`src/hw/rtl/klc_pkg.sv`:
```
// ----------------------------------------------------------------------------
// klc_pkg
// Shared types, key codes and register indexes for the keypad safe-lock
// controller.
// ----------------------------------------------------------------------------
package klc_pkg;

    typedef enum logic [1:0] {
        MODE_OPEN   = 2'd0,
        MODE_CLOSED = 2'd1,
        MODE_LOCKED = 2'd2,
        MODE_MASTER = 2'd3
    } mode_t;

    typedef enum logic [3:0] {
        EV_IGNORED      = 4'd0,
        EV_STORED       = 4'd1,
        EV_ENTERED      = 4'd2,
        EV_CLOSING      = 4'd3,
        EV_OPENING      = 4'd4,
        EV_WRONG        = 4'd5,
        EV_MASTER_PROMPT = 4'd6,
        EV_MASTER_OK    = 4'd7,
        EV_MASTER_WRONG = 4'd8
    } event_t;

    typedef struct packed {
        event_t      event_res;
        logic [6:0]  echo_char;
        logic [3:0]  tries_left;
        mode_t       mode;
    } result_t;

    localparam logic [7:0] KEY_NONE = 8'hFF;
    localparam logic [7:0] KEY_STAR = 8'hE7;
    localparam logic [7:0] KEY_HASH = 8'hED;

    localparam logic [6:0] CHAR_STAR = 7'h2A;

    localparam logic CFG_MASTER_CODE  = 1'b0;
    localparam logic CFG_MAX_FAILURES = 1'b1;

    localparam logic [31:0] MASTER_CODE_RST  = 32'h777B_7DB7;
    localparam logic [3:0]  MAX_FAILURES_RST = 4'd3;
    localparam logic [3:0]  FAIL_SAT         = 4'hF;

    function automatic logic [6:0] key_ascii(input logic [7:0] k);
        logic [6:0] c;
        case (k)
            8'h77:   c = 7'h31;
            8'h7B:   c = 7'h32;
            8'h7D:   c = 7'h33;
            8'h7E:   c = 7'h41;
            8'hB7:   c = 7'h34;
            8'hBB:   c = 7'h35;
            8'hBD:   c = 7'h36;
            8'hBE:   c = 7'h42;
            8'hD7:   c = 7'h37;
            8'hDB:   c = 7'h38;
            8'hDD:   c = 7'h39;
            8'hDE:   c = 7'h43;
            8'hEB:   c = 7'h30;
            8'hEE:   c = 7'h44;
            default: c = 7'h00;
        endcase
        return c;
    endfunction

endpackage

```
`src/hw/rtl/keypad_safe_lock_controller_top.sv`:
```
// ----------------------------------------------------------------------------
// keypad_safe_lock_controller_top
// Keypad safe-lock controller: code setting, closed-mode entry, lockout and
// master-code recovery.
// ----------------------------------------------------------------------------
// Input channel (s_valid/s_ready): one item per key press (s_op = 0, raw
// keypad code on s_key_code) or unlock button press (s_op = 1).
// Result channel (m_valid/m_ready): exactly one result per item, in order:
// event code, echo character, tries left and the mode after the item.
// Config port: cfg_we with cfg_index 0 writes the master code, index 1 the
// failure limit (low four bits); write only while no item is in flight.
// An accepted item waits in the input register; the result register loads
// from the state update when it is empty or its result is being taken.
// Throughput: one item per cycle while m_ready stays high, set by the
// combinational state update between those two registers.
// A stalled receiver holds the result register; the input register keeps
// accepting until both are full, then s_ready drops.
// Reset (aresetn low, synchronous): open mode, code store zero, counters
// zero, master code 1-2-3-4, failure limit 3, both channels empty.
// ----------------------------------------------------------------------------
module keypad_safe_lock_controller_top import klc_pkg::*; #(
    parameter int CODE_LENGTH = 4
) (
    input  logic        aclk,
    input  logic        aresetn,
    input  logic        s_valid,
    output logic        s_ready,
    input  logic        s_op,
    input  logic [7:0]  s_key_code,
    output logic        m_valid,
    input  logic        m_ready,
    output logic [3:0]  m_event_res,
    output logic [6:0]  m_echo_char,
    output logic [3:0]  m_tries_left,
    output logic [1:0]  m_mode,
    input  logic        cfg_we,
    input  logic        cfg_index,
    input  logic [31:0] cfg_wdata
);

    localparam int CNT_W = $clog2(CODE_LENGTH + 1);
    localparam int IDX_W = (CODE_LENGTH > 1) ? $clog2(CODE_LENGTH) : 1;

    logic                        in_vld_reg;
    logic                        in_op_reg;
    logic [7:0]                  in_key_reg;
    logic                        out_vld_reg;
    result_t                     out_res_reg;

    logic [31:0]                 master_code_reg;
    logic [3:0]                  max_fail_reg;
    mode_t                       mode_reg;
    logic [CNT_W-1:0]            count_reg;
    logic                        mism_reg;
    logic [3:0]                  fail_reg;
    logic [CODE_LENGTH-1:0][7:0] store_reg;

    mode_t                       mode_next;
    logic [CNT_W-1:0]            count_next;
    logic                        mism_next;
    logic [3:0]                  fail_next;
    logic                        store_we;
    logic                        store_clear;
    result_t                     res;
    logic                        advance;

    assign advance = in_vld_reg && (!out_vld_reg || m_ready);
    assign s_ready = !in_vld_reg || advance;

    klc_step #(.CODE_LENGTH(CODE_LENGTH)) u_step (
        .op          (in_op_reg),
        .key         (in_key_reg),
        .mode        (mode_reg),
        .count       (count_reg),
        .mism        (mism_reg),
        .fail        (fail_reg),
        .store       (store_reg),
        .master_code (master_code_reg),
        .max_fail    (max_fail_reg),
        .mode_next   (mode_next),
        .count_next  (count_next),
        .mism_next   (mism_next),
        .fail_next   (fail_next),
        .store_we    (store_we),
        .store_clear (store_clear),
        .res         (res)
    );

    always_ff @(posedge aclk) begin
        if (!aresetn) begin
            in_vld_reg <= 1'b0;
        end else if (s_ready) begin
            in_vld_reg <= s_valid;
        end
        if (s_valid && s_ready) begin
            in_op_reg  <= s_op;
            in_key_reg <= s_key_code;
        end
    end

    always_ff @(posedge aclk) begin
        if (!aresetn) begin
            out_vld_reg <= 1'b0;
        end else if (advance) begin
            out_vld_reg <= 1'b1;
        end else if (m_ready) begin
            out_vld_reg <= 1'b0;
        end
        if (advance) begin
            out_res_reg <= res;
        end
    end

    always_ff @(posedge aclk) begin
        if (!aresetn) begin
            master_code_reg <= MASTER_CODE_RST;
            max_fail_reg    <= MAX_FAILURES_RST;
        end else if (cfg_we) begin
            case (cfg_index)
                CFG_MASTER_CODE:  master_code_reg <= cfg_wdata;
                CFG_MAX_FAILURES: max_fail_reg    <= cfg_wdata[3:0];
                default:          ;
            endcase
        end
    end

    always_ff @(posedge aclk) begin
        if (!aresetn) begin
            mode_reg  <= MODE_OPEN;
            count_reg <= '0;
            mism_reg  <= 1'b0;
            fail_reg  <= 4'd0;
            store_reg <= '0;
        end else if (advance) begin
            mode_reg  <= mode_next;
            count_reg <= count_next;
            mism_reg  <= mism_next;
            fail_reg  <= fail_next;
            if (store_clear) begin
                store_reg <= '0;
            end else if (store_we) begin
                store_reg[count_reg[IDX_W-1:0]] <= in_key_reg;
            end
        end
    end

    assign m_valid      = out_vld_reg;
    assign m_event_res  = out_res_reg.event_res;
    assign m_echo_char  = out_res_reg.echo_char;
    assign m_tries_left = out_res_reg.tries_left;
    assign m_mode       = out_res_reg.mode;

    a_count_bound: assert property (@(posedge aclk) disable iff (!aresetn)
        count_reg <= CNT_W'(CODE_LENGTH))
        else $error("entry count beyond code length");

    a_locked_idle: assert property (@(posedge aclk) disable iff (!aresetn)
        mode_reg == MODE_LOCKED |-> count_reg == '0 && !mism_reg)
        else $error("entry state not cleared while locked");

    a_tries_only_wrong: assert property (@(posedge aclk) disable iff (!aresetn)
        m_valid && m_event_res != EV_WRONG |-> m_tries_left == 4'd0)
        else $error("tries left reported outside wrong event");

    a_echo_only_keys: assert property (@(posedge aclk) disable iff (!aresetn)
        m_valid && m_echo_char != 7'h00 |->
            m_event_res == EV_STORED || m_event_res == EV_ENTERED)
        else $error("echo character without key event");

    a_result_follows: assert property (@(posedge aclk) disable iff (!aresetn)
        advance |=> m_valid && m_mode == mode_reg)
        else $error("result mode differs from state after item");

endmodule

```
`src/hw/rtl/klc_step.sv`:
```
// ----------------------------------------------------------------------------
// klc_step
// Next-state and result logic for one keypad or button item.
// ----------------------------------------------------------------------------
module klc_step import klc_pkg::*; #(
    parameter int CODE_LENGTH = 4,
    localparam int CNT_W = $clog2(CODE_LENGTH + 1),
    localparam int IDX_W = (CODE_LENGTH > 1) ? $clog2(CODE_LENGTH) : 1
) (
    input  logic                        op,
    input  logic [7:0]                  key,
    input  mode_t                       mode,
    input  logic [CNT_W-1:0]            count,
    input  logic                        mism,
    input  logic [3:0]                  fail,
    input  logic [CODE_LENGTH-1:0][7:0] store,
    input  logic [31:0]                 master_code,
    input  logic [3:0]                  max_fail,
    output mode_t                       mode_next,
    output logic [CNT_W-1:0]            count_next,
    output logic                        mism_next,
    output logic [3:0]                  fail_next,
    output logic                        store_we,
    output logic                        store_clear,
    output result_t                     res
);

    logic       valid_key;
    logic       is_hash;
    logic       room;
    logic       full;
    logic [7:0] stored_digit;
    logic [7:0] master_digit;
    logic [1:0] mdig_sel;
    logic [3:0] fail_inc;
    logic       fail_lock;

    assign valid_key    = (key != KEY_NONE) && (key != KEY_STAR) && (key != KEY_HASH);
    assign is_hash      = (key == KEY_HASH);
    assign room         = count < CNT_W'(CODE_LENGTH);
    assign full         = count == CNT_W'(CODE_LENGTH);
    assign stored_digit = store[count[IDX_W-1:0]];
    assign mdig_sel     = 2'(count);
    assign fail_inc     = (fail == FAIL_SAT) ? fail : fail + 4'd1;
    assign fail_lock    = fail_inc >= max_fail;

    // digit i sits (i mod 4) bytes down from the top
    always_comb begin
        case (mdig_sel)
            2'd0:    master_digit = master_code[31:24];
            2'd1:    master_digit = master_code[23:16];
            2'd2:    master_digit = master_code[15:8];
            default: master_digit = master_code[7:0];
        endcase
    end

    always_comb begin
        mode_next      = mode;
        count_next     = count;
        mism_next      = mism;
        fail_next      = fail;
        store_we       = 1'b0;
        store_clear    = 1'b0;
        res.event_res  = EV_IGNORED;
        res.echo_char  = 7'h00;
        res.tries_left = 4'd0;
        case (mode)
            MODE_OPEN: begin
                if (!op && valid_key && room) begin
                    store_we      = 1'b1;
                    count_next    = count + CNT_W'(1);
                    res.echo_char = key_ascii(key);
                    res.event_res = EV_STORED;
                end else if (!op && is_hash) begin
                    mode_next     = MODE_CLOSED;
                    count_next    = '0;
                    mism_next     = 1'b0;
                    res.event_res = EV_CLOSING;
                end
            end
            MODE_CLOSED: begin
                if (!op && valid_key && room) begin
                    if (stored_digit != key) begin
                        mism_next = 1'b1;
                    end
                    count_next    = count + CNT_W'(1);
                    res.echo_char = CHAR_STAR;
                    res.event_res = EV_ENTERED;
                end else if (!op && is_hash && full) begin
                    if (!mism) begin
                        fail_next     = 4'd0;
                        mode_next     = MODE_OPEN;
                        res.event_res = EV_OPENING;
                    end else begin
                        fail_next      = fail_inc;
                        res.tries_left = fail_lock ? 4'd0 : max_fail - fail_inc;
                        if (fail_lock) begin
                            mode_next = MODE_LOCKED;
                        end
                        res.event_res = EV_WRONG;
                    end
                    count_next = '0;
                    mism_next  = 1'b0;
                end
            end
            MODE_LOCKED: begin
                if (op) begin
                    mode_next     = MODE_MASTER;
                    count_next    = '0;
                    mism_next     = 1'b0;
                    res.event_res = EV_MASTER_PROMPT;
                end
            end
            default: begin
                if (!op && valid_key && room) begin
                    if (master_digit != key) begin
                        mism_next = 1'b1;
                    end
                    count_next    = count + CNT_W'(1);
                    res.echo_char = CHAR_STAR;
                    res.event_res = EV_ENTERED;
                end else if (!op && is_hash && full) begin
                    if (!mism) begin
                        fail_next     = 4'd0;
                        store_clear   = 1'b1;
                        mode_next     = MODE_OPEN;
                        res.event_res = EV_MASTER_OK;
                    end else begin
                        mode_next     = MODE_LOCKED;
                        res.event_res = EV_MASTER_WRONG;
                    end
                    count_next = '0;
                    mism_next  = 1'b0;
                end
            end
        endcase
        res.mode = mode_next;
    end

endmodule

```
`config.mk`:
```
export PLATFORM = sky130hd
export DESIGN_NAME = keypad_safe_lock_controller_top
export DESIGN_NICKNAME = d
export VERILOG_FILES = /design/src/hw/rtl/klc_pkg.sv /design/src/hw/rtl/keypad_safe_lock_controller_top.sv /design/src/hw/rtl/klc_step.sv
export SDC_FILE = /design/constraint.sdc
export NUM_CORES = 1
export LEC_CHECK = 0
export BUFFER_PORTS_ARGS = -buffer_cell sky130_fd_sc_hd__buf_2
export CORE_MARGIN = 5
export CORE_UTILIZATION = 50
export CTS_BUF_LIST = sky130_fd_sc_hd__clkbuf_8
export DETAILED_ROUTE_END_ITERATION = 6
export PLACE_DENSITY = 0.7
export SYNTH_ARGS = -nofsm -noshare
export SYNTH_HDL_FRONTEND = slang
export SYNTH_SLANG_ARGS = --single-unit
```
`constraint.sdc`:
```
create_clock -name aclk -period 5.1 [get_ports aclk]
set_input_delay 0.765 -clock aclk [delete_from_list [all_inputs] [get_ports aclk]]
set_output_delay 0.765 -clock aclk [all_outputs]
set_load 0.005 [all_outputs]
```
==> out/qor.csv <==
metric;value;unit
cts.hold.buffers_added;0;
dp_hpwl;8500;um
h-tree-depth;3;
worstRegToRegCells;6;
dp_slack;2.38;ns
fin_nets;668;
grt_pass1_wl;19900;um
synthesis.area;5320;um2
grt_max_degree;61;
cts-root-buf;clkbuf_8;
clk_pin_slew;0.10;ns
ctsResizeCount;0;
cp-start-kind;register;
ys_warn_count;0;
period_needed;2.78;ns
status;finished clean;
crit_type;register to register;
cp_data_required_time;5.35;ns
numCtsBuffers;9;
end_kind;register;
timing.final.ws_setup;2.32;ns
ys_async_sr_fraction;0;
viasPerCell;5.77;
synth.top_cell.area_share;0.301;
worst_pin_slew;1.11;ns
path_max_fanout;20;
vias;4313;
dr.pass1.iters;7;
grt_pass1_vias;4084;
layout_commonest_cell;nand2_1;
most-common-layout-cells;96 x nand2_1, 80 x dfxtp_1, 65 x buf_2;
period_share;0.545;
antenna_found_initial;0;
drive_gt1_frac;0.162;
syn_avg_cell_area;9.38;um2
tns;0;ns
max_cap_viol_count;0;
postCtsSetupBuffers;0;
drt.antenna.violating_nets;0;
syn_inst;567;
synth.area.top_cells;dfxtp_1 30%, edfxtp_1 15%, nand2_1 6.8%;
cp.arrival;3.03;ns
wl;12000;um
rsz0062_at_grt;false;
start_util;0.513;
p_per_area;269;nW/um2
ir_worst_vdd;0.136;mV
finalSetupViolCount;0;
clk_path_buf_depth;2;
cts_tree;built;
synth_cell_types;62;
path_cells;nand2_1 -> o41ai_1 -> or3b_1 -> a21oi_1 -> and2_1 -> a22o_1;
n_antenna_cell;0;
clock_sinks;106;
design.core.area;10400;um2
fin_skew;0.0167;ns
max_stage_delay;0.86;ns
synth_edf_count;26;
io_pins;66;
hold_path_class;register to register;
hold_ws;0.474;ns
synth_top_cell_by_area;dfxtp_1;
syn_to_final_growth;9.45;%
wl_per_cell;16.1;um
hold_viol;0;
relSlewSlack;0.262;
post-route-drc-count;0;
clk_latency;0.37;ns
ys.flop_type;dfxtp_1;
ys_ff_latch;106;
rows;37;
synth.net_count;629;
die-area;12800;um2
slew_violations;0;
cp_slowest_cell;edfxtp_1;
ys_seq_area_frac;0.448;
fp.dieW;113;um
grt-ovfl-total;0;
whs_path_depth;2;
track_usage;0.188;
dieHeight;113;um
fmax;360;MHz
numPortBuffers;65;
drt-initial-drc-count;329;
gp_congestion;0.889;
power_leakage;2.23;nW
worst paths after layout:
check | from | to | slack (ns)
worst min-delay path | master_code_reg[26]$_SDFFE_PN1P_ | master_code_reg[26]$_SDFFE_PN1P_ | 0.47
worst max-delay path | in_key_reg[6]$_DFFE_PP_ | store_reg[25]$_SDFFE_PN0P_ | 2.32
worst max register to register | in_key_reg[6]$_DFFE_PP_ | store_reg[25]$_SDFFE_PN0P_ | 2.32
worst min register to register | master_code_reg[26]$_SDFFE_PN1P_ | master_code_reg[26]$_SDFFE_PN1P_ | 0.47
metrics by stage:
step / cell area (um2) / power [W] / util / instances
2_1_floorplan: 5320 / 0.00105 / - / 567
3_3_place_gp: 5650 / 0.00110 / 0.545 / 731
3_5_place_dp: 5650 / 0.00111 / 0.545 / 731
4_1_cts: 5820 / 0.00158 / 0.562 / 747
5_1_grt: 5820 / 0.00163 / 0.562 / 747
6_report: 5820 / 0.00157 / 0.562 / 747
cells in the mapped netlist, drive strengths merged, types with 3 or more instances:
library cell  count
dfxtp            80
inv              12
mux2i             9
o21a              5
nor3             11
edfxtp           26
nand2b           11
nor4              3
xor2              9
and2              5
a222oi            8
nor3b             3
nand4             8
a21o              4
nand2            96
o22ai             3
a22o             24
mux4              6
buf              16
xnor2            16
a21boi           21
o21ai            12
clkbuf           22
a21oi            27
and3              3
nor2             16
a31oi             6
nand3            43
ha               14
nor2b            18
metal layers:
metal / track usage / part of all wire / up-vias
li1: - / - / 2115
met1: 0.253 / 0.45 / 2027
met2: 0.310 / 0.47 / 154
met3: 0.0369 / 0.071 / 17
met4: 0.0529 / 0.014 / 0
met5: 0 / 0 / -
critical path, delay by kind of cell, from the launching register on:
| family | cells | cell delay [ns] |
|---|---|---|
| AOI/OAI and AO/OA | 3 | 0.93 |
| DFF | 1 | 0.86 |
| and+or+nand+nor | 3 | 0.88 |
power by group:
group          total (W)  switching, W  leakage (nW)  internal, W
registers       0.000929     0.0000370         0.897     0.000892
logic           0.000159     0.0000858          1.24    0.0000731
clock network   0.000478      0.000296        0.0907     0.000182
total            0.00157      0.000419          2.23      0.00115
cell families (layout without fill, tap and decap cells):
group,Yosys count,in the layout,share of synthesized area
and+or+nand+nor,228,228,0.213
AOI/OAI and AO/OA,125,125,0.174
DFF,106,106,0.448
buffers and inverters,52,96,0.0430
xor gates and xnor gates,25,25,0.0412
muxes,16,16,0.0445
adders and majority gates,15,15,0.0367
area by class of cell:
class	instances	area, um2
Fill cell	955	4550
Sequential cell	106	2380
Timing Repair Buffer	66	333
Multi-Input combinational cell	409	2710
Clock buffer	9	124
Clock inverter	7	50.0
Inverter	14	52.6
Tap cell	136	170
No activity file was read; power rests on OpenSTA's default activity.
